--- src/rtl/core/vpc_pkg.sv ---
`timescale 1ns / 1ps
package vpc_pkg;

  localparam int COORD_W    = 24;
  localparam int EXT_W      = 23;
  localparam int FRAME_W    = 13;
  localparam int PIX_W      = 16;
  localparam int COLOR_W    = 24;
  localparam int CMD_W      = 2;
  localparam int CFG_IDX_W  = 3;
  localparam int CFG_DATA_W = 24;
  // Translated coordinates in half-LSB units and their scaled magnitudes.
  localparam int TR_W       = 28;
  localparam int PROD_W     = TR_W + FRAME_W;
  localparam int QUO_BITS   = PIX_W - 1;
  localparam int DIVR_W     = EXT_W + 1;
  localparam int LANES      = 4;

  localparam int MAX_FRAME_DIM_DEF = 4096;
  localparam int QUEUE_DEPTH_DEF   = 4;

  localparam logic [CMD_W-1:0] CMD_LINE   = 2'd0;
  localparam logic [CMD_W-1:0] CMD_RECT   = 2'd1;
  localparam logic [CMD_W-1:0] CMD_CIRCLE = 2'd2;
  localparam logic [CMD_W-1:0] CMD_SPARE  = 2'd3;

  localparam logic KIND_RECT   = 1'b0;
  localparam logic KIND_CIRCLE = 1'b1;

  localparam logic [CFG_IDX_W-1:0] CFG_OFFSET_X = 3'd0;
  localparam logic [CFG_IDX_W-1:0] CFG_OFFSET_Y = 3'd1;
  localparam logic [CFG_IDX_W-1:0] CFG_VIEW_W   = 3'd2;
  localparam logic [CFG_IDX_W-1:0] CFG_VIEW_H   = 3'd3;
  localparam logic [CFG_IDX_W-1:0] CFG_FRAME_W  = 3'd4;
  localparam logic [CFG_IDX_W-1:0] CFG_FRAME_H  = 3'd5;

  localparam logic [EXT_W-1:0]   RST_VIEW_W  = 23'd163840;
  localparam logic [EXT_W-1:0]   RST_VIEW_H  = 23'd122880;
  localparam logic [FRAME_W-1:0] RST_FRAME_W = 13'd640;
  localparam logic [FRAME_W-1:0] RST_FRAME_H = 13'd480;

  typedef struct packed {
    logic [CMD_W-1:0]          command;
    logic signed [COORD_W-1:0] pos_x;
    logic signed [COORD_W-1:0] pos_y;
    logic [EXT_W-1:0]          extent_a;
    logic [EXT_W-1:0]          extent_b;
    logic [COLOR_W-1:0]        fill_color;
  } item_t;

  typedef struct packed {
    logic                    shape_kind;
    logic signed [PIX_W-1:0] pix_a;
    logic signed [PIX_W-1:0] pix_b;
    logic signed [PIX_W-1:0] pix_c;
    logic signed [PIX_W-1:0] pix_d;
    logic [COLOR_W-1:0]      out_color;
  } result_t;

  typedef struct packed {
    logic signed [COORD_W-1:0] offset_x;
    logic signed [COORD_W-1:0] offset_y;
    logic [EXT_W-1:0]          view_w;
    logic [EXT_W-1:0]          view_h;
    logic [FRAME_W-1:0]        frame_w;
    logic [FRAME_W-1:0]        frame_h;
    logic                      view_zero;
    logic                      busy;
  } view_cfg_t;

  typedef struct packed {
    logic                   kind;
    logic signed [TR_W-1:0] a;
    logic signed [TR_W-1:0] b;
    logic signed [TR_W-1:0] c;
    logic signed [TR_W-1:0] d;
    logic [COLOR_W-1:0]     color;
  } entry_t;

endpackage

--- src/rtl/core/vpc_queue.sv ---
`timescale 1ns / 1ps
module vpc_queue #(
  parameter int DEPTH = vpc_pkg::QUEUE_DEPTH_DEF
) (
  input  logic            clk,
  input  logic            rst,
  input  logic            push,
  input  vpc_pkg::entry_t push_data,
  output logic            full,
  input  logic            pop,
  output vpc_pkg::entry_t pop_data,
  output logic            empty
);
  import vpc_pkg::*;

  localparam int PTR_W = (DEPTH > 1) ? $clog2(DEPTH) : 1;
  localparam int CNT_W = $clog2(DEPTH + 1);

  entry_t           slots [DEPTH];
  logic [PTR_W-1:0] wr_ptr, rd_ptr;
  logic [CNT_W-1:0] count;

  assign full     = count == CNT_W'(DEPTH);
  assign empty    = count == '0;
  assign pop_data = slots[rd_ptr];

  always_ff @(posedge clk) begin
    if (rst) begin
      wr_ptr <= '0;
      rd_ptr <= '0;
      count  <= '0;
    end else begin
      if (push) begin
        wr_ptr <= (wr_ptr == PTR_W'(DEPTH - 1)) ? '0 : wr_ptr + 1'b1;
      end
      if (pop) begin
        rd_ptr <= (rd_ptr == PTR_W'(DEPTH - 1)) ? '0 : rd_ptr + 1'b1;
      end
      if (push && !pop) begin
        count <= count + 1'b1;
      end else if (pop && !push) begin
        count <= count - 1'b1;
      end
    end
  end

  always_ff @(posedge clk) begin
    if (push) begin
      slots[wr_ptr] <= push_data;
    end
  end

endmodule

--- config.mk ---
export PLATFORM = sky130hd
export DESIGN_NAME = vpc_queue
export DESIGN_NICKNAME = d
export VERILOG_FILES = /design/src/rtl/core/vpc_pkg.sv /design/src/rtl/core/vpc_queue.sv
export SDC_FILE = /design/constraint.sdc
export NUM_CORES = 1
export LEC_CHECK = 0
export ABC_CLOCK_PERIOD_IN_PS = 4600
export BUFFER_PORTS_ARGS = -buffer_cell sky130_fd_sc_hd__clkbuf_2
export CAP_MARGIN = 30
export CORE_MARGIN = 8
export CORE_UTILIZATION = 30
export DETAILED_ROUTE_END_ITERATION = 7
export PLACE_DENSITY = 0.61
export SLEW_MARGIN = 20
export SYNTH_ARGS = -nofsm -noshare
export SYNTH_HDL_FRONTEND = slang
export SYNTH_SLANG_ARGS = --single-unit
--- constraint.sdc ---
create_clock -name clk -period 4.6 [get_ports clk]
set_input_delay 0.92 -clock clk [delete_from_list [all_inputs] [get_ports clk]]
set_output_delay 0.92 -clock clk [all_outputs]
set_load 0.03 [all_outputs]
### After elaboration in Yosys (flattened, before gate mapping)

Memories as Yosys holds them, arrays and structs flattened. A register that Yosys moved wholly into a read port is not among the register bits.
Index checks and enable logic that the tools add are counted.

| word-level totals | value |
|---|---|
| bits of input ports | 141 |
| logic and storage cells | 25 |
| output and inout port bits | 139 |
| bits in registers | 7 |
| memories | 1 |
| RAM bits | 548 |

Memories:

| memory | depth | bits a word | read ports | clocked after memory_dff | wr ports | RTL line | text |
|---|---|---|---|---|---|---|---|
| slots | 4 | 137 | 1 | 1 | 1 | vpc_queue.sv:19 | `entry_t slots [DEPTH];` |

| operators by class | value |
|---|---|
| eq/ne operators | 3 |
| add/subtract/negate cells | 4 |
| multiplexer cells | 8 |
| reduce and logical (&&, ||, !) cells | 6 |

Operators with widths:

| kind | number |
|---|---|
| $mux 2 | 4 |
| $mux 3 | 2 |
| $add 2x1->2 const B | 2 |
| $eq 2x2->1 const B | 2 |
| $add 3x1->3 const B | 1 |
| $eq 3x3->1 const B | 1 |
| $logic_not 3->1 | 1 |
| $sub 3x1->3 const B | 1 |
| $logic_and 1x1->1 | 2 |
| $logic_not 1->1 | 2 |
| $mux 1 | 2 |
| $reduce_bool 2->1 | 1 |

### Longest topological paths before layout

| logic depth | value |
|---|---|
| depth after elaboration | 4 |
| gate-level depth with buffers | 7 |
| gate-level depth less buffers | 7 |

### Least setup slack after synthesis

Ideal clock, no wire load.

| timing path | value |
|---|---|
| path kind | input port to flip-flop |
| start | in push |
| end | mem slots[0][0] in the netlist's numbering (enable) |
| path buffers | 0 |
| setup time | 0.512 ns |
| required time | 4.088 ns |
| data arrival time | 4.054 ns |
| cell stages on the path | 1 |
| path slack | 0.034 ns |
| path through | and2_1 |

| on the way | value |
|---|---|
| word-level cells in the longest chain between the ends | 2 |

RTL lines:

| item | RTL line | text |
|---|---|---|
| start: declaration | vpc_queue.sv:7 | `input logic push,` |
| $mux 1 | vpc_queue.sv:48 | `if (push) begin` |
| $mux 1 (implied by the code) | vpc_queue.sv:49 | `slots[wr_ptr] <= push_data;` |
| end: declaration | vpc_queue.sv:19 |  |

Every way passes these cells.

==> flow_summary.toml <==
[status]
outcome = "finished clean"

[routing]
ant_nets = 0
firstDrtPassIters = 4
wirelength_um = 43800
vias_per_cell = 4.52
drc = 0
drtIter0Drc = 599
dr_total_vias = 9175
wl_per_cell_um = 21.6

[die]
core-area_um2 = 66900
die_w_um = 275
rows = 95
die_h_um = 275
start_util_pct = 30.2
pin_count = 280
dieArea_um2 = 75800

[setup_path]
r2r_start = "wr_ptr[0]"
setup.worst_path.start_class = "flop"
path_buf_inv = 2
crit_path_end_kind = "output port"
worst-setup-path-type = "flop to output port"
rr_endpoint = "slots[2][6]"
arrival_ns = 2.45
path_delay_family = "buffers and inverters"
cp_cell_sequence = "buf_4, mux4_2, clkbuf_2"
crit_fanout = 19
cp-endpoint = "pop_data[4]"
regToRegSetupSlack_ns = 2.62
critical_path_cell_count = 3
crit_required_ns = 3.68
reg2reg_depth = 4
crit_slowest_cell = "dfxtp_4"
max_stage_delay_ns = 0.63

[clock_tree]
cts_tree = "yes"
cts_setup_buffers = 0
cts.root.buffer_cell = "clkbuf_16"
cts_resized = 0
cts_buffers = 59
path_clk_slew_ns = 0.06
clk_latency_ns = 0.60
ctsHoldBuffers = 0
clockBufferDepth = 3
h-tree-depth = 2
cts_sinks = 557

[logic_synthesis]
synthMuxAreaShare_pct = 15.5
yosysSeqAreaShare_pct = 82.5
synth_fp_nets = 907
dominantRegCellSynth = "edfxtp_1"
synthTopCellsByArea = "edfxtp_1 82%, mux4_2 15%, dfxtp_1 0.89%"
synth-seq-cells = 557
synth_edf_count = 548
yosysMostFrequentCell = "edfxtp_1"
yosysWarnings = 0
async_flop_share_pct = 0
synth_top_area_share_pct = 81.6
syn_area_um2 = 20200
ys_types = 19
synth_area_leader_cell = "edfxtp_1"
synth_xor_area_share_pct = 0.0868
synth-adder-area-share_pct = 0.471
synth-compound-area-share_pct = 0.0744
synth_top_family_by_area = "multiplexers"
avgSynthCellArea_um2 = 26.6
synth_cells = 759
synthSimpleGateAreaFrac_pct = 0.384
synth_common_cells = "548 x edfxtp_1, 137 x mux4_2, 15 x buf_2"

[timing]
setup_ws_ns = 1.23
fin_worst_skew_ns = 0.0131
max_freq_mhz = 297
rsz0062_at_grt = "no"
drv_slew = 0
setup_viol = 0
period_share_pct = 73.2
worstMarginPinSlew_ns = 0.762
fin_tns_setup_ns = 0
finalHoldViolations = 0
period_minus_slack_ns = 3.37
maxSlewHeadroom_pct = 49.2

[power_and_ir_drop]
swShare_pct = 23.4
vdd_drop_max_v = 0.000486
total_power_mw = 11.8
power_density_nw_per_um2 = 475
cellLeakagePower_nw = 8.31
intPower_mw = 9.04
seqPwrFrac_pct = 49.9
netSwitchingPower_mw = 2.76
clkPwrFrac_pct = 39.9
comb_power_share_pct = 10.2

[placement]
port_buffers = 279
dpl-instance-area_um2 = 22900
place_congestion = 0.694
dp_hpwl_um = 27500
dpl_worst_slack_ns = 1.75

[global_route]
grt_remaining_overflow = 0
grt_max_degree = 53
grtUsageTotal_pct = 11.3
grt_pass1_vias = 10200
antenna_found_initial = 7
grt_first_pass_wirelength_um = 64300

[hold_path]
whs_path_depth = 2
hold_path.class = "flop to flop"

[flow_run]
cap_violations = 0

[finish]
finalInstanceArea_um2 = 24900
fillCellCount = 6073
final_util_pct = 37.1
nets = 1246
multi_input_area_um2 = 3340
syn_to_final_growth_pct = 23.2
register_area_um2 = 16600
drive_gt1_share_pct = 47.1
-- metal layers --
metal	vias up	track usage [%]	wire length (um)
met2	250	18.8	21500
met1	4841	13.7	17900
met3	76	3.85	3230
met4	0	4.17	1170
met5	-	0	0
li1	4008	-	-
-- sequential cells by signal, indices dropped and copies added, names as in the netlist, named ones only --
register	count
slots	548
count	3
wr_ptr	2
rd_ptr	2
-- power groups by stage --
stage,clock network [mW],logic [mW],registers [mW]
detailed placement,0,1.24,6.00
global placement,0,1.22,5.98
global route,5.01,1.29,5.90
CTS,4.85,1.25,5.89
floorplan,0,0.799,5.99
finish,4.71,1.21,5.88
-- tightest hold or removal path, cell delays in order, from the launching register on --
cell     delay (ns)
dfxtp_1        0.33
o21ai_0        0.07
a21oi_1        0.06
-- kinds of logic (layout without fill, tap and decap cells) --
kind of cell	Yosys count	in the layout
flops	557	557
mux	141	141
buf+inv	34	422
simple gates	15	15
fa+ha+maj	7	7
compound gates	3	3
xor+xnor	2	2
other cells	0	10
-- layout by cell type, fill, tap and decap left out, drive strengths merged --
| master | n |
|---|---|
| and2 | 4 |
| mux4 | 137 |
| buf | 29 |
| ha | 6 |
| clkinv | 30 |
| dfxtp | 9 |
| clkbuf | 347 |
| xor2 | 2 |
| or3 | 1 |
| bufinv | 8 |
| diode | 10 |
| nor2 | 7 |
| o21ai | 1 |
| inv | 6 |
| nor3b | 2 |
| clkinvlp | 2 |
| a21oi | 2 |
| fa | 1 |
| mux2i | 4 |
| edfxtp | 548 |
| nor3 | 1 |
-- worst min path at each step --
stage                        start       endpoint  slack (ns)
floorplan                 count[2]       count[2]        0.46
global placement          count[2]       count[2]        0.48
detailed placement        count[2]       count[2]        0.50
CTS                 push_data[121]  slots[2][121]        0.49
global route        push_data[106]  slots[1][106]        0.50
finish                    count[2]       count[2]        0.51
-- layout make-up --
| class | instances | area share [%] |
|---|---|---|
| diodes | 10 | 0.101 |
| clock buffers | 68 | 6.08 |
| clock inverters | 42 | 1.69 |
| inverters | 4 | 0.0604 |
| multi-input cells | 168 | 13.4 |
| flip-flops and latches | 557 | 67.0 |
| well taps | 873 | 4.40 |
| repair buffers | 308 | 7.26 |
-- through the flow --
step	std cells	hold WS, ns
floorplan	759	0.460
global placement	1908	0.483
detailed placement	1910	0.498
CTS	2020	0.486
global route	2023	0.503
finish	2030	0.510
(Power assumes the default switching activity.)
