<file path="src/rtl/core/vpc_pkg.sv">
`timescale 1ns / 1ps
package vpc_pkg;

  localparam int COORD_W    = 24;
  localparam int EXT_W      = 23;
  localparam int FRAME_W    = 13;
  localparam int PIX_W      = 16;
  localparam int COLOR_W    = 24;
  localparam int CMD_W      = 2;
  localparam int CFG_IDX_W  = 3;
  localparam int CFG_DATA_W = 24;
  // Translated coordinates in half-LSB units and their scaled magnitudes.
  localparam int TR_W       = 28;
  localparam int PROD_W     = TR_W + FRAME_W;
  localparam int QUO_BITS   = PIX_W - 1;
  localparam int DIVR_W     = EXT_W + 1;
  localparam int LANES      = 4;

  localparam int MAX_FRAME_DIM_DEF = 4096;
  localparam int QUEUE_DEPTH_DEF   = 4;

  localparam logic [CMD_W-1:0] CMD_LINE   = 2'd0;
  localparam logic [CMD_W-1:0] CMD_RECT   = 2'd1;
  localparam logic [CMD_W-1:0] CMD_CIRCLE = 2'd2;
  localparam logic [CMD_W-1:0] CMD_SPARE  = 2'd3;

  localparam logic KIND_RECT   = 1'b0;
  localparam logic KIND_CIRCLE = 1'b1;

  localparam logic [CFG_IDX_W-1:0] CFG_OFFSET_X = 3'd0;
  localparam logic [CFG_IDX_W-1:0] CFG_OFFSET_Y = 3'd1;
  localparam logic [CFG_IDX_W-1:0] CFG_VIEW_W   = 3'd2;
  localparam logic [CFG_IDX_W-1:0] CFG_VIEW_H   = 3'd3;
  localparam logic [CFG_IDX_W-1:0] CFG_FRAME_W  = 3'd4;
  localparam logic [CFG_IDX_W-1:0] CFG_FRAME_H  = 3'd5;

  localparam logic [EXT_W-1:0]   RST_VIEW_W  = 23'd163840;
  localparam logic [EXT_W-1:0]   RST_VIEW_H  = 23'd122880;
  localparam logic [FRAME_W-1:0] RST_FRAME_W = 13'd640;
  localparam logic [FRAME_W-1:0] RST_FRAME_H = 13'd480;

  typedef struct packed {
    logic [CMD_W-1:0]          command;
    logic signed [COORD_W-1:0] pos_x;
    logic signed [COORD_W-1:0] pos_y;
    logic [EXT_W-1:0]          extent_a;
    logic [EXT_W-1:0]          extent_b;
    logic [COLOR_W-1:0]        fill_color;
  } item_t;

  typedef struct packed {
    logic                    shape_kind;
    logic signed [PIX_W-1:0] pix_a;
    logic signed [PIX_W-1:0] pix_b;
    logic signed [PIX_W-1:0] pix_c;
    logic signed [PIX_W-1:0] pix_d;
    logic [COLOR_W-1:0]      out_color;
  } result_t;

  typedef struct packed {
    logic signed [COORD_W-1:0] offset_x;
    logic signed [COORD_W-1:0] offset_y;
    logic [EXT_W-1:0]          view_w;
    logic [EXT_W-1:0]          view_h;
    logic [FRAME_W-1:0]        frame_w;
    logic [FRAME_W-1:0]        frame_h;
    logic                      view_zero;
    logic                      busy;
  } view_cfg_t;

  typedef struct packed {
    logic                   kind;
    logic signed [TR_W-1:0] a;
    logic signed [TR_W-1:0] b;
    logic signed [TR_W-1:0] c;
    logic signed [TR_W-1:0] d;
    logic [COLOR_W-1:0]     color;
  } entry_t;

endpackage

</file>
<file path="src/rtl/core/vpc_setup.sv">
`timescale 1ns / 1ps
module vpc_setup #(
  parameter int MAX_FRAME_DIM = vpc_pkg::MAX_FRAME_DIM_DEF
) (
  input  logic                            clk,
  input  logic                            rst,
  input  logic                            cfg_write,
  input  logic [vpc_pkg::CFG_IDX_W-1:0]   cfg_index,
  input  logic [vpc_pkg::CFG_DATA_W-1:0]  cfg_data,
  output vpc_pkg::view_cfg_t              view
);
  import vpc_pkg::*;

  localparam int NUM_W = EXT_W + FRAME_W;
  localparam int CNT_W = $clog2(NUM_W + 1);

  typedef enum logic [1:0] {S_IDLE, S_LOAD, S_DIV} state_t;

  state_t                    state;
  logic signed [COORD_W-1:0] off_x, off_y;
  logic [EXT_W-1:0]          box_w, box_h;
  logic [FRAME_W-1:0]        frm_w, frm_h;
  logic [FRAME_W-1:0]        fw_c, fh_c, fw_sat, fh_sat;
  logic [EXT_W-1:0]          eff_w, eff_h;
  logic                      wider;
  logic [NUM_W-1:0]          num;
  logic [FRAME_W-1:0]        den;
  logic [FRAME_W-1:0]        rem;
  logic [FRAME_W:0]          rem_t;
  logic                      take;
  logic [CNT_W-1:0]          cnt;

  assign fw_sat = (32'(frm_w) > MAX_FRAME_DIM) ? FRAME_W'(MAX_FRAME_DIM) : frm_w;
  assign fh_sat = (32'(frm_h) > MAX_FRAME_DIM) ? FRAME_W'(MAX_FRAME_DIM) : frm_h;
  assign rem_t  = {rem, num[NUM_W-1]};
  assign take   = rem_t >= {1'b0, den};

  always_ff @(posedge clk) begin
    if (rst) begin
      state <= S_LOAD;
      off_x <= '0;
      off_y <= '0;
      box_w <= RST_VIEW_W;
      box_h <= RST_VIEW_H;
      frm_w <= RST_FRAME_W;
      frm_h <= RST_FRAME_H;
      eff_w <= RST_VIEW_W;
      eff_h <= RST_VIEW_H;
      cnt   <= '0;
    end else if (cfg_write) begin
      state <= S_LOAD;
      unique case (cfg_index)
        CFG_OFFSET_X: off_x <= cfg_data;
        CFG_OFFSET_Y: off_y <= cfg_data;
        CFG_VIEW_W:   box_w <= cfg_data[EXT_W-1:0];
        CFG_VIEW_H:   box_h <= cfg_data[EXT_W-1:0];
        CFG_FRAME_W:  frm_w <= cfg_data[FRAME_W-1:0];
        CFG_FRAME_H:  frm_h <= cfg_data[FRAME_W-1:0];
        default: ;
      endcase
    end else begin
      unique case (state)
        S_IDLE: ;
        S_LOAD: begin
          fw_c  <= fw_sat;
          fh_c  <= fh_sat;
          wider <= fw_sat > fh_sat;
          rem   <= '0;
          cnt   <= CNT_W'(NUM_W);
          if (fw_sat > fh_sat) begin
            num   <= NUM_W'(box_w) * NUM_W'(fh_sat);
            den   <= fw_sat;
            state <= S_DIV;
          end else if (fh_sat != '0) begin
            num   <= NUM_W'(box_h) * NUM_W'(fw_sat);
            den   <= fh_sat;
            state <= S_DIV;
          end else begin
            eff_w <= '0;
            eff_h <= box_h;
            state <= S_IDLE;
          end
        end
        S_DIV: begin
          if (cnt == '0) begin
            eff_w <= wider ? box_w : num[EXT_W-1:0];
            eff_h <= wider ? num[EXT_W-1:0] : box_h;
            state <= S_IDLE;
          end else begin
            rem <= take ? FRAME_W'(rem_t - {1'b0, den}) : rem_t[FRAME_W-1:0];
            num <= {num[NUM_W-2:0], take};
            cnt <= cnt - 1'b1;
          end
        end
        default: state <= S_LOAD;
      endcase
    end
  end

  always_comb begin
    view.offset_x  = off_x;
    view.offset_y  = off_y;
    view.view_w    = eff_w;
    view.view_h    = eff_h;
    view.frame_w   = fw_c;
    view.frame_h   = fh_c;
    view.view_zero = (eff_w == '0) || (eff_h == '0);
    view.busy      = state != S_IDLE;
  end

endmodule

</file>
<file path="config.mk">
export PLATFORM = sky130hd
export DESIGN_NAME = vpc_setup
export DESIGN_NICKNAME = d
export VERILOG_FILES = /design/src/rtl/core/vpc_pkg.sv /design/src/rtl/core/vpc_setup.sv
export SDC_FILE = /design/constraint.sdc
export NUM_CORES = 2
export LEC_CHECK = 0
export BUFFER_PORTS_ARGS = -buffer_cell sky130_fd_sc_hd__clkbuf_2
export CAP_MARGIN = 5
export CORE_MARGIN = 10
export CORE_UTILIZATION = 64
export CTS_CLUSTER_SIZE = 12
export DETAILED_ROUTE_END_ITERATION = 8
export HOLD_SLACK_MARGIN = 0.1
export PLACE_DENSITY = 0.79
export SLEW_MARGIN = 20
export SYNTH_ARGS = -nofsm -noshare
export SYNTH_HDL_FRONTEND = slang
export SYNTH_SLANG_ARGS = --single-unit
</file>
<file path="constraint.sdc">
create_clock -name clk -period 7 [get_ports clk]
set_input_delay 2.1 -clock clk [delete_from_list [all_inputs] [get_ports clk]]
set_output_delay 2.1 -clock clk [all_outputs]
set_load 0.05 [all_outputs]
</file>
==> After elaboration in Yosys (flattened, before gate mapping) <==
Cells that the tools add are included.
{ "classes": {"addsub": 2, "mul": 2, "n_div": 0, "magnitude_cmp": 4, "eq_ne": 12, "shift": 0, "mux": 27, "bitwise_logic": 3, "n_reduce_logical": 24} }
{ "op_table": {"columns": ["op", "count"], "rows": [
  ["$mux W23", 8],
  ["$mux W36", 3],
  ["$pmux W23 S2", 2],
  ["$mux W13", 6],
  ["$mul A23 B13 Y36", 2],
  ["$pmux W36 S2", 1],
  ["$logic_not A23 Y1", 2],
  ["$gt A13 B13 Y1 const B", 2],
  ["$pmux W13 S2", 1],
  ["$ge A14 B13 Y1", 1],
  ["$reduce_and A2 Y1", 7],
  ["$gt A13 B13 Y1", 1],
  ["$reduce_bool A13 Y1", 1],
  ["$sub A13 B13 Y13", 1],
  ["$pmux W6 S2", 1],
  ["$reduce_and A5 Y1", 2],
  ["$ne A2 B2 Y1 const B", 4],
  ["$reduce_and A4 Y1", 2],
  ["$eq A3 B2 Y1 const B", 2],
  ["$eq A3 B3 Y1 const B", 2],
  ["$logic_not A6 Y1", 1],
  ["$mux W2", 3],
  ["$mux W6", 1],
  ["$pmux W2 S3", 1],
  ["other kinds (12)", 17]
]} }
{ "totals": {"regBits": 263, "latchBits": 0, "ramBits": 0, "rom_bits": 0, "out_inout_bits": 122, "word_cells": 90, "n_memories": 0} }

==> Logic depth before layout (Yosys ltp) <==
{ "logic_depth": {"word_depth": 6, "depth_mapped": 27} }

==> Worst setup path after synthesis <==
OpenSTA, ideal clock, no wires.
{ "synth_timing": {"path_type": "flip-flop to flip-flop", "start": "register frm_w[12]", "end": "register num[32] (data pin)", "setup_ns": 0.261, "arrival_time_ns": 6.006, "required_time_ns": 6.739, "slack_ns": 0.733, "path_stages_with_launch": 23, "synth_period_minus_slack_ns": 6.267, "cell_sequence": "dfxtp_1 > clkbuf_1 > clkbuf_1 > nor2b_1 > clkbuf_1 > nand2_1 > fa_1 > inv_1 > fa_1 > fa_1 > fa_1 > inv_1 > fa_1 > inv_1 > ha_1 > clkbuf_1 > nand3_1 > or4_1 > o21a_1 > o31ai_1 > nor2_1 > xnor2_1 > a221o_1"} }
{ "synth_between": {"elab_chain_cells": 6} }
{ "synth_lines": {"columns": ["item", "line_no", "text"], "rows": [
  ["start, declared", "vpc_setup.sv:22", "logic [FRAME_W-1:0] frm_w, frm_h;"],
  ["start signal, assigned", "vpc_setup.sv:57", "CFG_FRAME_W: frm_w <= cfg_data[FRAME_W-1:0];"],
  ["$gt A13 B13 Y1 (*)", "vpc_setup.sv:33", "assign fw_sat = (32'(frm_w) > MAX_FRAME_DIM) ? FRAME_W'(MAX_FRAME_DIM) : frm_w;"],
  ["$mux W13 (*)", "vpc_setup.sv:33", null],
  ["via fw_sat[7]", "vpc_setup.sv:23", "logic [FRAME_W-1:0] fw_c, fh_c, fw_sat, fh_sat;"],
  ["$mul A23 B13 Y36", "vpc_setup.sv:75", "num <= NUM_W'(box_h) * NUM_W'(fw_sat);"],
  ["$mux W36", "vpc_setup.sv:74", "end else if (fh_sat != '0) begin"],
  ["$mux W36 (*)", "vpc_setup.sv:70", "if (fw_sat > fh_sat) begin"],
  ["$pmux W36 S2 (*)", "vpc_setup.sv:62", "unique case (state)"],
  ["end signal, assigned", "vpc_setup.sv:71", "num <= NUM_W'(box_w) * NUM_W'(fh_sat);"],
  ["end signal, assigned", "vpc_setup.sv:75", null],
  ["end signal, assigned", "vpc_setup.sv:91", "num <= {num[NUM_W-2:0], take};"],
  ["end, declared", "vpc_setup.sv:26", "logic [NUM_W-1:0] num;"]
]} }
The timed path passes the listed nets; every way through them passes the cells marked *. The select of a mux whose other input is x is not followed.
A chain may end at the register's enable or synchronous reset.

==> Worst setup path in the final report <==
{ "layout_timing": {"start": "register frm_h[12]", "end": "register num[27] (data pin)"} }
{ "layout_between": {"elab_chain_cells": 5} }
{ "layout_lines": {"columns": ["item", "line_no", "text"], "rows": [
  ["start, declared", "vpc_setup.sv:22", null],
  ["start signal, assigned", "vpc_setup.sv:58", "CFG_FRAME_H: frm_h <= cfg_data[FRAME_W-1:0];"],
  ["$gt A13 B13 Y1", "vpc_setup.sv:34", "assign fh_sat = (32'(frm_h) > MAX_FRAME_DIM) ? FRAME_W'(MAX_FRAME_DIM) : frm_h;"],
  ["$mux W13 (*)", "vpc_setup.sv:34", null],
  ["$mul A23 B13 Y36 / $gt A13 B13 Y1 (equally long branches)", "vpc_setup.sv:71, vpc_setup.sv:70", null],
  ["$mux W36 (*)", "vpc_setup.sv:70", null],
  ["$pmux W36 S2 (*)", "vpc_setup.sv:62", null]
]} }
Mark *: on every way between the ends. The rest lies on a longest branch, timed or not.

==> impl_metrics.json <==
{
  "cts-root-buf": "clkbuf_16",
  "min_from": "off_x[16]",
  "skew_ns": 0.0174,
  "stdcell_area_um2": 33300,
  "detail_route.vias_per_cell": 5.86,
  "synth-seq-cells": 263,
  "timing.rr.start": "frm_h[12]",
  "coreArea_um2": 47500,
  "drtIter0Drc": 2402,
  "synthDistinctLibCells": 71,
  "min-delay-path-class": "register to register",
  "met2_usage_pct": 49.2,
  "grt_pass1_wl_mm": 139,
  "avgSynthCellArea_um2": 8.49,
  "wl_mm": 87.0,
  "relSlewSlack_pct": 33.7,
  "fin_tns_setup_ns": 0,
  "place_ws_ns": 0.270,
  "fin_crit_sh_pct": 96.0,
  "io_buffers": 151,
  "route.vias.total": 25400,
  "antenna_cells": 0,
  "synth_top_family_by_area": "adder cells",
  "synth_cells": 3609,
  "pin_count": 152,
  "dr.pass1.iters": 6,
  "hold_viol": 0,
  "htree_levels": 1,
  "grt_pass1_vias": 25800,
  "critPathCaptureType": "register",
  "initial_core_util_pct": 64.5,
  "area_growth_syn_to_layout_pct": 8.77,
  "period_minus_slack_ns": 6.72,
  "place_area_um2": 32300,
  "synthMuxAreaShare_pct": 0.918,
  "cts_buffers": 30,
  "synth_fa_ha_area_share_pct": 38.1,
  "ir_drop_uv": 207,
  "clkTransAtPathRegs_ns": 0.06,
  "synth_compound_area_share_pct": 9.13,
  "power_density_nw_per_um2": 136,
  "max_slew.worst_pin.slew_ns": 0.985,
  "synth_nets": 4295,
  "rows": 80,
  "cp_max_fo": 9,
  "gp_congestion": 0.976,
  "required_ns": 7.33,
  "p_total_mw": 4.53,
  "crit_type": "register to register",
  "cp-start-kind": "register",
  "synth-main-ff-cell": "dfxtp_1",
  "drv_cap": 0,
  "top_usage_layer": "met2",
  "setup_viol": 0,
  "place_hpwl_mm": 67.5,
  "wl_per_cell_um": 20.1,
  "die-area_um2": 57100,
  "met1_usage_pct": 40.3,
  "drv_slew": 0,
  "ant_nets": 0,
  "overflow": 0,
  "cts_tree": "built",
  "drive_gt1_share_pct": 9.91,
  "ys_seq_area_share_pct": 20.1,
  "cts_buffer_depth": 3,
  "met3_usage_pct": 7.16,
  "grt_max_degree": 87,
  "cp.arrival_ns": 7.04,
  "synth_area_um2": 30700,
  "rsz0062_at_grt": "no",
  "clk_latency_ns": 0.60,
  "setup_slack_ns": 0.283,
  "synthSimpleGateAreaFrac_pct": 19.2,
  "yosysWarnings": 0,
  "max_freq_mhz": 149,
  "fin_nets": 4379,
  "antenna_found_initial": 0,
  "status": "completed",
  "fp.dieW_um": 239,
  "async_reset_ff_share_pct": 0,
  "crit_start": "frm_h[12]",
  "synth-edff-count": 89,
  "drcViolationCount": 0,
  "grtUsageTotal_pct": 31.0,
  "die_h_um": 239,
  "clock_sinks": 263,
  "synth-xor-area-share_pct": 2.06,
  "p_leak_nw": 16.1
}
## state kept, by name, indices dropped and copies added, names as in the netlist, 23 cells and up
register and flops:
off_y 24, off_x 24, num 36, box_h 23, box_w 23, eff_w 23, eff_h 23
## placed cells by master, fill, tap and decap left out, types with 7 or more instances in the layout
cell type,Yosys,routed
and2_1,272,273
clkbuf_2,0,150
a21oi_1,230,229
nand4_1,13,13
nand2_1,704,704
nand2b_1,7,7
dfxtp_1,174,174
o21ai_0,74,74
edfxtp_1,89,89
mux2i_1,9,9
nor2b_2,0,18
buf_4,0,102
fa_1,463,463
nor3_1,18,17
ha_1,193,192
and3_1,11,11
nand3_1,70,70
mux2_2,17,17
nor2_1,100,99
a21o_1,38,38
clkbuf_16,0,31
a31oi_1,10,10
xor2_1,28,28
nor4_1,17,15
xnor2_1,44,44
nor2b_1,44,24
a211oi_1,17,17
a311oi_1,21,21
inv_1,653,653
## cell type report
| class | instances | area, um^2 |
|---|---|---|
| multi-input cells | 2488 | 21400 |
| clock buffers | 42 | 867 |
| inverters | 654 | 2450 |
| repair buffers | 256 | 1600 |
| well taps | 615 | 769 |
| clock inverters | 12 | 106 |
| flip-flops and latches | 263 | 6160 |
| fillers | 3709 | 14200 |
## stage by stage
stage / util, % / hold slack (ns) / cells
finish: 70.1 / 0.454 / 4330
global route: 70.1 / 0.468 / 4330
CTS: 70.1 / 0.454 / 4330
detailed placement: 68.0 / 0.446 / 4276
global placement: 68.0 / 0.440 / 4276
floorplan: - / 0.432 / 3609
## worst max-delay path: stages (launching register included)
cell	delay [ns]
dfxtp_1	0.41
nor2b_2	0.45
buf_4	0.25
buf_4	0.18
nand2_1	0.09
fa_1	0.54
inv_1	0.05
fa_1	0.55
fa_1	0.43
fa_1	0.50
inv_1	0.05
fa_1	0.47
inv_1	0.04
ha_1	0.37
nand4_1	0.17
a211oi_1	0.37
o2111ai_1	0.32
nand3_1	0.21
nand2_1	0.13
nand2b_1	0.10
a21oi_1	0.09
o31a_1	0.26
xor2_1	0.25
o221ai_1	0.15
## routing by layer
metal | part of all wire (%) | up-vias | wire length [um]
met5 | 0 | - | 0
met4 | 4.7 | 0 | 4100
met3 | 11 | 236 | 9630
met2 | 45 | 1292 | 39600
met1 | 39 | 12500 | 33700
li1 | - | 11300 | -
## cells in the mapped netlist (3+ instances only)
cell type / count / area share (%)
nand2_1: 704 / 8.6
inv_1: 653 / 8.0
fa_1: 463 / 30
and2_1: 272 / 5.6
a21oi_1: 230 / 3.8
ha_1: 193 / 7.9
clkbuf_1: 191 / 2.3
dfxtp_1: 174 / 11
nor2_1: 100 / 1.2
edfxtp_1: 89 / 8.7
o21ai_0: 74 / 1.2
nand3_1: 70 / 1.1
nor2b_1: 44 / 0.90
xnor2_1: 44 / 1.3
a21o_1: 38 / 0.93
xor2_1: 28 / 0.80
a311oi_1: 21 / 0.60
nor3_1: 18 / 0.29
a211oi_1: 17 / 0.42
mux2_2: 17 / 0.62
nor4_1: 17 / 0.35
nand4_1: 13 / 0.27
and3_1: 11 / 0.22
a31oi_1: 10 / 0.20
mux2i_1: 9 / 0.29
buf_2: 8 / 0.13
nand2b_1: 7 / 0.14
o21a_1: 6 / 0.15
o21bai_1: 6 / 0.15
buf_1: 5 / 0.061
o21ai_1: 5 / 0.082
o31ai_1: 5 / 0.12
or3_1: 5 / 0.10
o2111ai_1: 4 / 0.11
o221ai_1: 4 / 0.11
o311ai_0: 4 / 0.11
a21boi_0: 3 / 0.073
and4_1: 3 / 0.086
o31a_1: 3 / 0.086
or2_2: 3 / 0.061
## power by group
part | switching, mW | internal [mW]
clock network | 0.696 | 0.900
registers | 0.0806 | 1.67
logic | 0.788 | 0.397
total | 1.56 | 2.96
## worst paths after layout
path,slack (ns),to,cells past startpoint
setup / recovery,0.28,num[27],23
hold / removal,0.45,off_x[16],2
setup reg to reg,0.28,num[27],23
hold reg to reg,0.45,off_x[16],2
## cell families after synthesis
group / count (synthesis)
flops: 263
buf+inv: 858
simple gates: 1275
mux: 26
fa+ha+maj: 656
compound gates: 459
xor+xnor: 72
## what timing repair did
item / CTS / global route
buffers inserted: 0 / 0
hold buffers: 0 / 0
endpoints found under the setup margin: 0 / 8
gates resized for setup: 0 / 5
(Power assumes the default switching activity.)
