[config.mk]
export PLATFORM = sky130hd
export DESIGN_NAME = vpc_front
export DESIGN_NICKNAME = d
export VERILOG_FILES = /design/src/rtl/core/vpc_pkg.sv /design/src/rtl/core/vpc_front.sv
export SDC_FILE = /design/constraint.sdc
export NUM_CORES = 1
export LEC_CHECK = 0
export BUFFER_PORTS_ARGS = -buffer_cell sky130_fd_sc_hd__buf_2
export CAP_MARGIN = 30
export CORE_ASPECT_RATIO = 0.7
export CORE_MARGIN = 2
export CORE_UTILIZATION = 28
export DETAILED_ROUTE_END_ITERATION = 10
export PLACE_DENSITY = 0.44
export SYNTH_ARGS = -nofsm -noshare
export SYNTH_HDL_FRONTEND = slang
export SYNTH_SLANG_ARGS = --single-unit
[constraint.sdc]
create_clock -name vclk -period 23.2
set_input_delay 2.32 -clock vclk [all_inputs]
set_output_delay 2.32 -clock vclk [all_outputs]
set_load 0.02 [all_outputs]
[src/rtl/core/vpc_pkg.sv]
`timescale 1ns / 1ps
package vpc_pkg;

  localparam int COORD_W    = 24;
  localparam int EXT_W      = 23;
  localparam int FRAME_W    = 13;
  localparam int PIX_W      = 16;
  localparam int COLOR_W    = 24;
  localparam int CMD_W      = 2;
  localparam int CFG_IDX_W  = 3;
  localparam int CFG_DATA_W = 24;
  // Translated coordinates in half-LSB units and their scaled magnitudes.
  localparam int TR_W       = 28;
  localparam int PROD_W     = TR_W + FRAME_W;
  localparam int QUO_BITS   = PIX_W - 1;
  localparam int DIVR_W     = EXT_W + 1;
  localparam int LANES      = 4;

  localparam int MAX_FRAME_DIM_DEF = 4096;
  localparam int QUEUE_DEPTH_DEF   = 4;

  localparam logic [CMD_W-1:0] CMD_LINE   = 2'd0;
  localparam logic [CMD_W-1:0] CMD_RECT   = 2'd1;
  localparam logic [CMD_W-1:0] CMD_CIRCLE = 2'd2;
  localparam logic [CMD_W-1:0] CMD_SPARE  = 2'd3;

  localparam logic KIND_RECT   = 1'b0;
  localparam logic KIND_CIRCLE = 1'b1;

  localparam logic [CFG_IDX_W-1:0] CFG_OFFSET_X = 3'd0;
  localparam logic [CFG_IDX_W-1:0] CFG_OFFSET_Y = 3'd1;
  localparam logic [CFG_IDX_W-1:0] CFG_VIEW_W   = 3'd2;
  localparam logic [CFG_IDX_W-1:0] CFG_VIEW_H   = 3'd3;
  localparam logic [CFG_IDX_W-1:0] CFG_FRAME_W  = 3'd4;
  localparam logic [CFG_IDX_W-1:0] CFG_FRAME_H  = 3'd5;

  localparam logic [EXT_W-1:0]   RST_VIEW_W  = 23'd163840;
  localparam logic [EXT_W-1:0]   RST_VIEW_H  = 23'd122880;
  localparam logic [FRAME_W-1:0] RST_FRAME_W = 13'd640;
  localparam logic [FRAME_W-1:0] RST_FRAME_H = 13'd480;

  typedef struct packed {
    logic [CMD_W-1:0]          command;
    logic signed [COORD_W-1:0] pos_x;
    logic signed [COORD_W-1:0] pos_y;
    logic [EXT_W-1:0]          extent_a;
    logic [EXT_W-1:0]          extent_b;
    logic [COLOR_W-1:0]        fill_color;
  } item_t;

  typedef struct packed {
    logic                    shape_kind;
    logic signed [PIX_W-1:0] pix_a;
    logic signed [PIX_W-1:0] pix_b;
    logic signed [PIX_W-1:0] pix_c;
    logic signed [PIX_W-1:0] pix_d;
    logic [COLOR_W-1:0]      out_color;
  } result_t;

  typedef struct packed {
    logic signed [COORD_W-1:0] offset_x;
    logic signed [COORD_W-1:0] offset_y;
    logic [EXT_W-1:0]          view_w;
    logic [EXT_W-1:0]          view_h;
    logic [FRAME_W-1:0]        frame_w;
    logic [FRAME_W-1:0]        frame_h;
    logic                      view_zero;
    logic                      busy;
  } view_cfg_t;

  typedef struct packed {
    logic                   kind;
    logic signed [TR_W-1:0] a;
    logic signed [TR_W-1:0] b;
    logic signed [TR_W-1:0] c;
    logic signed [TR_W-1:0] d;
    logic [COLOR_W-1:0]     color;
  } entry_t;

endpackage

[src/rtl/core/vpc_front.sv]
`timescale 1ns / 1ps
module vpc_front (
  input  vpc_pkg::item_t     item,
  input  vpc_pkg::view_cfg_t view,
  output logic               keep,
  output vpc_pkg::entry_t    entry
);
  import vpc_pkg::*;

  logic signed [TR_W-1:0] px, py, ox, oy, ea, eb, vw, vh, vw2, vh2;
  logic signed [TR_W-1:0] x1, y1, x2, y2, x1c, y1c, x2c, y2c, r2;
  logic                   rect_keep, circ_keep;

  always_comb begin
    px  = TR_W'(item.pos_x);
    py  = TR_W'(item.pos_y);
    ox  = TR_W'(view.offset_x);
    oy  = TR_W'(view.offset_y);
    ea  = signed'(TR_W'(item.extent_a));
    eb  = signed'(TR_W'(item.extent_b));
    vw  = signed'(TR_W'(view.view_w));
    vh  = signed'(TR_W'(view.view_h));
    vw2 = vw <<< 1;
    vh2 = vh <<< 1;
    x1  = (px <<< 1) + (ox <<< 1) + vw;
    y1  = (py <<< 1) + (oy <<< 1) + vh;
    x2  = ((px + ea) <<< 1) + (ox <<< 1) + vw;
    y2  = ((py + eb) <<< 1) + (oy <<< 1) + vh;
    r2  = ea <<< 1;
    x1c = (x1 < 0) ? '0 : x1;
    y1c = (y1 < 0) ? '0 : y1;
    x2c = (x2 > vw2) ? vw2 : x2;
    y2c = (y2 > vh2) ? vh2 : y2;
    rect_keep = (x1c < x2c) && (y1c < y2c);
    circ_keep = !((x1 + r2 < 0) || (y1 + r2 < 0) || (x1 - r2 > vw2) || (y1 - r2 > vh2));

    entry.color = item.fill_color;
    if (item.command == CMD_CIRCLE) begin
      entry.kind = KIND_CIRCLE;
      entry.a    = x1;
      entry.b    = y1;
      entry.c    = r2;
      entry.d    = '0;
      keep       = circ_keep && !view.view_zero;
    end else begin
      entry.kind = KIND_RECT;
      entry.a    = x1c;
      entry.b    = y1c;
      entry.c    = x2c;
      entry.d    = y2c;
      keep       = (item.command == CMD_RECT) && rect_keep && !view.view_zero;
    end
  end

endmodule

* After elaboration in Yosys (flattened, before gate mapping)
Index checks and enable logic that the tools add are counted.
** Storage, ports and cells
- Flip-flop bits (word level) :: 0
- Bits in latches :: 0
- Bits in writable memories :: 0
- Bits in read-only memories :: 0
- Bits of input ports :: 242
- Output and inout port bits :: 138
- Logic and storage cells :: 41
- Memories :: 0
** Cells by class
- Add/sub/neg operators :: 14
- Multiply operators :: 0
- Div/mod/pow operators :: 0
- $lt $le $gt $ge :: 10
- Equal/unequal tests :: 2
- Shift-type cells :: 0
- Muxes and demuxes :: 6
- Bitwise logic cells :: 0
- Reduce and logical (&&, ||, !) cells :: 9
** Operators with widths (number)
- $mux W113 :: 1
- $gt A28 B25 Y1 :: 4
- $mux W28 :: 4
- $add A27 B24 Y28 :: 2
- $add A27 B25 Y28 :: 2
- $lt A28 B1 Y1 const B :: 2
- $lt A28 B28 Y1 :: 2
- $sub A27 B25 Y28 :: 2
- $add A26 B24 Y27 :: 2
- $add A26 B25 Y27 :: 2
- $lt A27 B1 Y1 const B :: 2
- $add A25 B25 Y26 :: 2
- $add A24 B24 Y25 :: 2
- $logic_and A1 B1 Y1 :: 4
- $logic_or A1 B1 Y1 :: 3
- $eq A2 B1 Y1 const B :: 1
- $eq A2 B2 Y1 const B :: 1
- $logic_not A1 Y1 :: 2
- $mux W1 :: 1

* Logic depth before layout (Yosys ltp)
Gate-level depths: netlist of the first run.
- Depth in word-level cells :: 10
- Mapped depth :: 46
- Depth with buffers taken out :: 45

* Least setup slack after synthesis of the first run
OpenSTA, ideal clock, no wires.
- Path kind :: input-to-output
- Start point :: in item[47] (netlist bit)
- End point :: out keep
- Arrival time :: 9.798 ns
- Required time :: 20.880 ns
- Path slack :: 11.082 ns
- Stages on the path :: 43
- Path buffers :: 2
- Cell sequence :: ha_1 -> inv_1 -> fa_1 -> nor2b_1 -> o21ai_0 -> a21boi_0 -> o311ai_0 -> a21oi_1 -> o21ai_0 -> nand2b_1 -> xor2_1 -> fa_1 -> ha_1 -> a21o_1 -> a211oi_1 -> o31ai_1 -> a311oi_1 -> o31ai_1 -> (+7 left out) -> a21oi_1 -> a31oi_1 -> o41ai_2 -> buf_4 -> buf_4 -> nor2_1 -> a21oi_2 -> ha_1 -> a21o_1 -> a21o_1 -> a21oi_1 -> nor2_1 -> a2111oi_0 -> o211ai_1 -> o21bai_1 -> and4_1 -> o211ai_1 -> o41ai_2
** On the way
- Word-level cells in the longest chain between the ends :: 10
- Elaborated cells on any way between the ends :: 23
- Those cells by class :: add/sub (7); order compare (6); mux (2); reduce/logical (8)
** RTL lines
- start: declaration :: RTL line vpc_front.sv:3 : input vpc_pkg::item_t item,
- $add A24 B24 Y25 :: RTL line vpc_front.sv:27 : x2 = ((px + ea) <<< 1) + (ox <<< 1) + vw;
- $add A26 B25 Y27 :: RTL line vpc_front.sv:27
- $add A27 B24 Y28 :: RTL line vpc_front.sv:27
- $gt A28 B25 Y1 :: RTL line vpc_front.sv:32 : x2c = (x2 > vw2) ? vw2 : x2;
- $mux W28 :: RTL line vpc_front.sv:32
- $lt A28 B28 Y1 :: RTL line vpc_front.sv:34 : rect_keep = (x1c < x2c) && (y1c < y2c);
- $logic_and A1 B1 Y1 :: RTL line vpc_front.sv:34
- $logic_and A1 B1 Y1 (2 in a row) :: RTL line vpc_front.sv:51 : keep = (item.command == CMD_RECT) && rect_keep && !view.view_zero;
- $mux W1 (*) :: RTL line vpc_front.sv:38 : if (item.command == CMD_CIRCLE) begin
- end: declaration :: RTL line vpc_front.sv:5 : output logic keep,
Mark *: on every way between the ends. The rest lies on a longest branch, timed or not.

* Final worst setup path of the first run
- Start point :: in item[48] (netlist bit)
- End point :: out keep
Same word-level chain as after synthesis.

==> reports/metrics.cfg, run 1 <==
[global_routing]
grt_pass1_vias=16100
grt_pass1_wl_mm=94.1
antenna_found_initial=1
grt_overflow=0
grt_max_degree=48
grtUsageTotal=0.190

[sta]
slew_headroom=0.362
layout_min_cycle_time_ns=15.26
hold_violations=0
slew_viol_final=0
fin_crit_sh=0.658
fin_setup_tns_ns=0
setup_viol=0
tightest_slew_ns=0.942
rsz0062_at_grt=false
max_freq_mhz=65.5

[yosys]
synth_top_cell_by_area=ha_1
post-synth-top-count-cell=ha_1
synthCells=2243
ys_seq_area_frac=0
synth_area_leaders=ha_1 28%, fa_1 11%, nor2_1 6.6%
synth_nets=2965
netlist_area_um2=16900
yosysUniqueCellTypes=83
yosys_warnings=0
synth_common_cells=384 x ha_1, 299 x nor2_1, 203 x inv_1, 202 x a21oi_1, 109 x nand2_1
postSynthAreaPerCell_um2=7.53
yosysTopAreaCellShare=0.284

[place]
place_hpwl_mm=55.4
portBuffers=305
place_congestion=0.873

[drt]
avgViaCountPerCell=5.07
drtIter0Drc=958
remaining_drc_errors=0
routed_wl_mm=61.6
ant_nets=0
wl_per_cell_um=18.7
dr.pass1.iters=8
vias=16700

[critical_path]
end_kind=primary output
slowest_delay_ns=0.71
crit_buf_inv=6
critPathTopFamily=compound AO/OA/AOI/OAI gates
cp_max_fo=47
required_ns=20.88
path_depth=43
cpMaxStageDelayCell=o31ai_1
worst-setup-path-type=in -> out
path_common_cell=a21oi_1
start_kind=input pin
arrival_ns=12.94

[floorplan]
num_rows=75
fp.dieW_um=298
die_h_um=209
ios=380
start_util=0.283
dieArea_um2=62300
core_area_um2=59800

[job]
maxCapViolCount=0

[finish]
post-route-util=0.320
nFillCells=6567
seqCellArea_um2=0
layout.nets=3213
seq_cell_count=0
area_growth_pct=13.4
clkbuf_count=0
layout-drive-gt1-share=0.143

[clocking]
ctsResizeCount=0
hold_buffers=0
cts_setup_buffers=0

[worst_hold_path]
min_path_cells=0
hp-class=in -> out

[run_status]
status=finished, final reports clean

## stage by stage
step           worst slack [ns]  cell area (µm²)  hold WS (ns)  instances
2_1_floorplan             11.08            16900          4.75       2243
3_5_place_dp               8.20            19100          4.64       3297
6_report                   7.94            19200          4.64       3298
3_3_place_gp               7.68            19100          4.64       3295
5_1_grt                    7.29            19100          4.64       3297
4_1_cts                    8.10            19100          4.64       3297
## layout make-up
| cell class | count | area (µm²) | share of cell area |
|---|---|---|---|
| Multi-Input combinational cell | 1969 | 15800 | 0.823 |
| Antenna cell | 1 | 2.50 | 0.000131 |
| Timing Repair Buffer | 317 | 1610 | 0.0841 |
| Inverter | 203 | 762 | 0.0398 |
| Tap cell | 808 | 1010 | 0.0528 |
## layer usage
layer  track usage  part of all wire
met4        0.0120            0.0075
met1         0.295              0.52
met2         0.290              0.42
met5             0                 0
met3        0.0194             0.049
## cell families (layout without fill, tap and decap cells)
| family | count (synthesis) | after routing | synth area share |
|---|---|---|---|
| AOI/OAI and AO/OA | 645 | 645 | 0.254 |
| xor gates and xnor gates | 156 | 156 | 0.0809 |
| adders and majority gates | 480 | 480 | 0.398 |
| buffers and inverters | 274 | 520 | 0.0684 |
| muxes | 25 | 25 | 0.0149 |
| other | 0 | 1 | 0 |
| and+or+nand+nor | 663 | 663 | 0.183 |
## worst paths after layout
| kind | start | endpoint | slack, ns |
|---|---|---|---|
| worst min-delay path | item[23] | entry[23] | 4.64 |
| worst max-delay path | item[48] | keep | 7.94 |
## cell usage in the layout, fill, tap and decap left out, types with 6 or more instances in the layout
cell / instances
o311ai_0: 7
a211oi_1: 20
a221oi_1: 8
and2_1: 15
nand2b_1: 34
mux2i_1: 24
or3_1: 10
a2111oi_0: 12
xnor2_1: 97
inv_1: 203
o221ai_1: 6
o21ai_0: 90
nand2_1: 109
nor2_1: 299
nand4_1: 38
o21bai_1: 27
nor3_1: 34
and3_1: 22
a21o_1: 100
fa_1: 96
a31oi_1: 19
o211ai_1: 16
nor4_1: 10
ha_1: 384
a21boi_0: 11
o31ai_1: 16
o21ai_1: 10
nand3_1: 36
or2_2: 8
buf_4: 10
o21a_1: 25
buf_2: 306
a221o_1: 6
a21oi_1: 202
nor2b_1: 23
a21oi_2: 13
xor2_1: 59
==> run 2, diff against run 1 <==
ABC_AREA = 1   (was unset)
clock period = 15.6 ns   (was 23.2 ns; I/O delays follow)
==> run 2 against run 1 <==
Against the previous run:
- sequential share of layout area unchanged
- hold slack got worse by 1.5 ns
- global-route usage rose by 1.6 points
- flip-flop and latch count did not move
- final area rose by 5.3%
- critical endpoint unchanged
- count of clock-buffer cells in the layout unchanged
- area after synthesis is 5.1% higher
- setup slack got worse by 4.7 ns
- utilization about the same
- final cell count is 18% higher
- first-iteration DRC count is 36% higher
- wire length is 13% higher
==> reports/metrics.cfg, run 2 <==
[yosys]
synth_nets=3505
yosysUniqueCellTypes=54
netlist_area_um2=17800
synth_top_cell_by_area=ha_1
postSynthAreaPerCell_um2=6.38
synthCells=2783
synth_common_cells=657 x nand2_1, 454 x inv_1, 384 x ha_1, 250 x nor2_1, 238 x a21oi_1
yosys_warnings=0
synth_area_leaders=ha_1 27%, nand2_1 14%, fa_1 11%
ys_seq_area_frac=0
yosysTopAreaCellShare=0.271
post-synth-top-count-cell=nand2_1

[drt]
drtIter0Drc=1301
routed_wl_mm=69.4
avgViaCountPerCell=4.77
wl_per_cell_um=17.9
vias=18500
dr.pass1.iters=5
remaining_drc_errors=0
ant_nets=0

[finish]
seq_cell_count=0
clkbuf_count=0
seqCellArea_um2=0
layout.nets=3779
multiInputGateArea_um2=15700
final_common_cell=nand2_1
layout-drive-gt1-share=0.127
n_antenna_cell=0
design_area_um2=20200
layout_common_cells=657 x nand2_1, 454 x inv_1, 384 x ha_1
nFillCells=7135
area_growth_pct=13.6

[critical_path]
path_common_cell=nand2_1
required_ns=14.04
start_kind=input pin
cpMaxStageDelayCell=inv_1
end_kind=primary output
arrival_ns=10.80
cp_max_fo=29
worst-setup-path-type=in -> out
slowest_delay_ns=0.62

[power_and_ir_drop]
peakVddDrop_mv=0.0521
power_w=0.00336
p_per_area_nw_per_um2=167
leakagePower_nw=11.5

[sta]
rsz0062_at_grt=false
fin_setup_tns_ns=0
slew_headroom=0.406
fin_hold_ws_ns=3.12
layout_min_cycle_time_ns=12.36
slew_viol_final=0
fin_crit_sh=0.792
worst_slack_ns=3.24
setup_viol=0
hold_violations=0
max_freq_mhz=80.9
tightest_slew_ns=0.890

[job]
maxCapViolCount=0

[floorplan]
fp.dieW_um=305
start_util=0.282
ios=380
die_h_um=215
num_rows=77
dieArea_um2=65500
core_area_um2=62900

[worst_hold_path]
min_to=entry[15]
min_from=item[15]
hp-class=in -> out
min_path_cells=0

[global_routing]
grt_pass1_wl_mm=106
grt_overflow=0
antenna_found_initial=0
grt_pass1_vias=17700
grtUsageTotal=0.206
grt_max_degree=53

[clocking]
cts_setup_buffers=0
hold_buffers=0
ctsResizeCount=0

[place]
portBuffers=305
post_dp_cell_area_um2=20200
place_hpwl_mm=63.3
place_congestion=0.919
post-place-ws_ns=3.35

[run_status]
status=finished, final reports clean

==> run 2: how the worst max path moves through the flow <==
stage / end / cells after the start / slack, ns / from
5_1_grt: keep / 49 / 2.58 / item[48]
2_1_floorplan: keep / 47 / 6.07 / item[48]
3_3_place_gp: keep / 49 / 3.42 / item[48]
6_report: keep / 49 / 3.24 / item[48]
4_1_cts: keep / 49 / 3.29 / item[48]
3_5_place_dp: keep / 49 / 3.35 / item[48]
==> run 2: cell type report <==
type	count	share of cell area
timing repair buffer	325	0.0830
multi-input combinational	2273	0.780
inverter	457	0.0851
tap	829	0.0514
==> run 2: cell families after synthesis <==
family	Yosys count	synth area share
AO/OA/AOI/OAI	519	0.170
XOR/XNOR	167	0.0824
adder cells (fa/ha/maj)	480	0.379
buffers and inverters	510	0.114
AND/OR/NAND/NOR	1107	0.255
==> run 2: metrics by stage <==
stage | std cells | util
6_report | 3884 | 0.321
5_1_grt | 3884 | 0.321
4_1_cts | 3884 | 0.321
3_5_place_dp | 3884 | 0.321
3_3_place_gp | 3883 | 0.320
2_1_floorplan | 2783 | -
==> run 2: critical path, delay by kind of cell <==
kind	cells	cell delay (ns)
adder cells (fa/ha/maj)	5	1.98
buffers and inverters	9	1.61
AND/OR/NAND/NOR	21	2.43
XOR/XNOR	2	0.42
AO/OA/AOI/OAI	12	2.76
==> run 2: where the power goes <==
part           switching, W  total (W)  internal (W)
logic               0.00221    0.00336       0.00115
registers                 0          0             0
clock network             0          0             0
total               0.00221    0.00336       0.00115
==> run 2: layer usage <==
metal,GRT usage,share of wire
met3,0.0167,0.049
met1,0.329,0.54
met2,0.310,0.41
met4,0.00495,0.0028
met5,0,0
Note: power is estimated with default switching activity, not from simulation.
==> run 3, diff against run 2 <==
clock period = 12.65 ns   (was 15.6 ns; I/O delays follow)
==> run 3 against run 2 <==
Against the previous run:
- critical path depth is 1 lower
- hold slack worse by 0.59 ns
- non-clock buffer count is 2 lower
- die area stayed put
- flip-flop and latch count stayed put
- count of clock-buffer cells in the layout stayed put
- via count is 0.44% lower
- final area hardly changed
- final cell count stayed put
- wire length is 0.11% higher
- utilization hardly changed
- first-iteration DRC count is 5.3% higher
==> reports/metrics.cfg, run 3 (same netlist as run 2, synthesis figures left out) <==
[run_status]
status=finished, final reports clean

[place]
place_congestion=0.874
place_hpwl_mm=63.3
dp_cells=3882
portBuffers=305
post_dp_cell_area_um2=20200

[sta]
layout_min_cycle_time_ns=11.31
max_freq_mhz=88.4
fin_crit_sh=0.894
setup_viol=0
fin_hold_ws_ns=2.53
tightest_slew_ns=0.971
hold_violations=0
rsz0062_at_grt=false
fin_setup_tns_ns=0
slew_headroom=0.353
slew_viol_final=0

[critical_path]
start_kind=input pin
required_ns=11.39
worst-setup-path-type=in -> out
cp_max_fo=29
path_common_cell=nand2_1
end_kind=primary output
arrival_ns=10.05
slowest_delay_ns=0.65
cpMaxStageDelayCell=inv_1

[worst_hold_path]
min_path_cells=0
min_from=item[15]
min_to=entry[15]
hp-class=in -> out

[global_routing]
grt_pass1_vias=17900
grt_overflow=0
antenna_found_initial=1
grt_max_degree=82
grtUsageTotal=0.207
grt_pass1_wl_mm=107

[finish]
clkbuf_count=0
seqCellArea_um2=0
layout-drive-gt1-share=0.126
final_common_cell=nand2_1
layout_common_cells=657 x nand2_1, 454 x inv_1, 384 x ha_1
layout.nets=3777
design_area_um2=20200
area_growth_pct=13.5
fin_cells=3884
seq_cell_count=0

[floorplan]
die_h_um=215
fp.dieW_um=305
core_area_um2=62900
start_util=0.282
dieArea_um2=65500
num_rows=77
ios=380

[drt]
vias=18400
routed_wl_mm=69.5
remaining_drc_errors=0
dr.pass1.iters=6
avgViaCountPerCell=4.75
ant_nets=0
wl_per_cell_um=17.9
drtIter0Drc=1370

[clocking]
cts_setup_buffers=0
ctsResizeCount=0
hold_buffers=0

[job]
maxCapViolCount=0

-- run 3: changes by cell type in the layout (fill, tap and decap cells not counted), sizes merged --
cell   before  now
diode       0    2
buf       325  323
-- run 3: per-layer routing --
| metal | GRT usage | part of all wire |
|---|---|---|
| met5 | 0 | 0.00012 |
| met4 | 0.0119 | 0.0060 |
| met3 | 0.0129 | 0.048 |
| met2 | 0.309 | 0.40 |
| met1 | 0.334 | 0.55 |
-- run 3: worst max-delay path: cells and delay by family --
kind	cells	cell delay [ns]
adder cells (fa/ha/maj)	5	1.97
XOR/XNOR	2	0.40
AND/OR/NAND/NOR	21	2.31
AO/OA/AOI/OAI	12	2.58
buffers and inverters	8	1.43
-- run 3: layout make-up --
cell class / count / area [µm²]
Fill cell: 7051 / 42800
Multi-Input combinational cell: 2273 / 15700
Inverter: 457 / 1720
Antenna cell: 2 / 5.00
Tap cell: 829 / 1040
Timing Repair Buffer: 323 / 1660
-- run 3: stage by stage --
| stage | worst slack, ns | util |
|---|---|---|
| finish | 1.34 | 0.320 |
| floorplan | 3.71 | - |
| global route | 0.346 | 0.320 |
| CTS | 1.33 | 0.320 |
| global placement | 1.42 | 0.320 |
| detailed placement | 1.39 | 0.320 |
-- run 3: how the worst max path moves through the flow --
stage          startpoint  slack [ns]  cells past startpoint  endpoint
3_3_place_gp     item[48]        1.42                     48      keep
5_1_grt          item[48]        0.35                     48      keep
2_1_floorplan    item[48]        3.71                     47      keep
3_5_place_dp     item[48]        1.39                     48      keep
4_1_cts          item[48]        1.33                     46      keep
6_report         item[48]        1.34                     48      keep
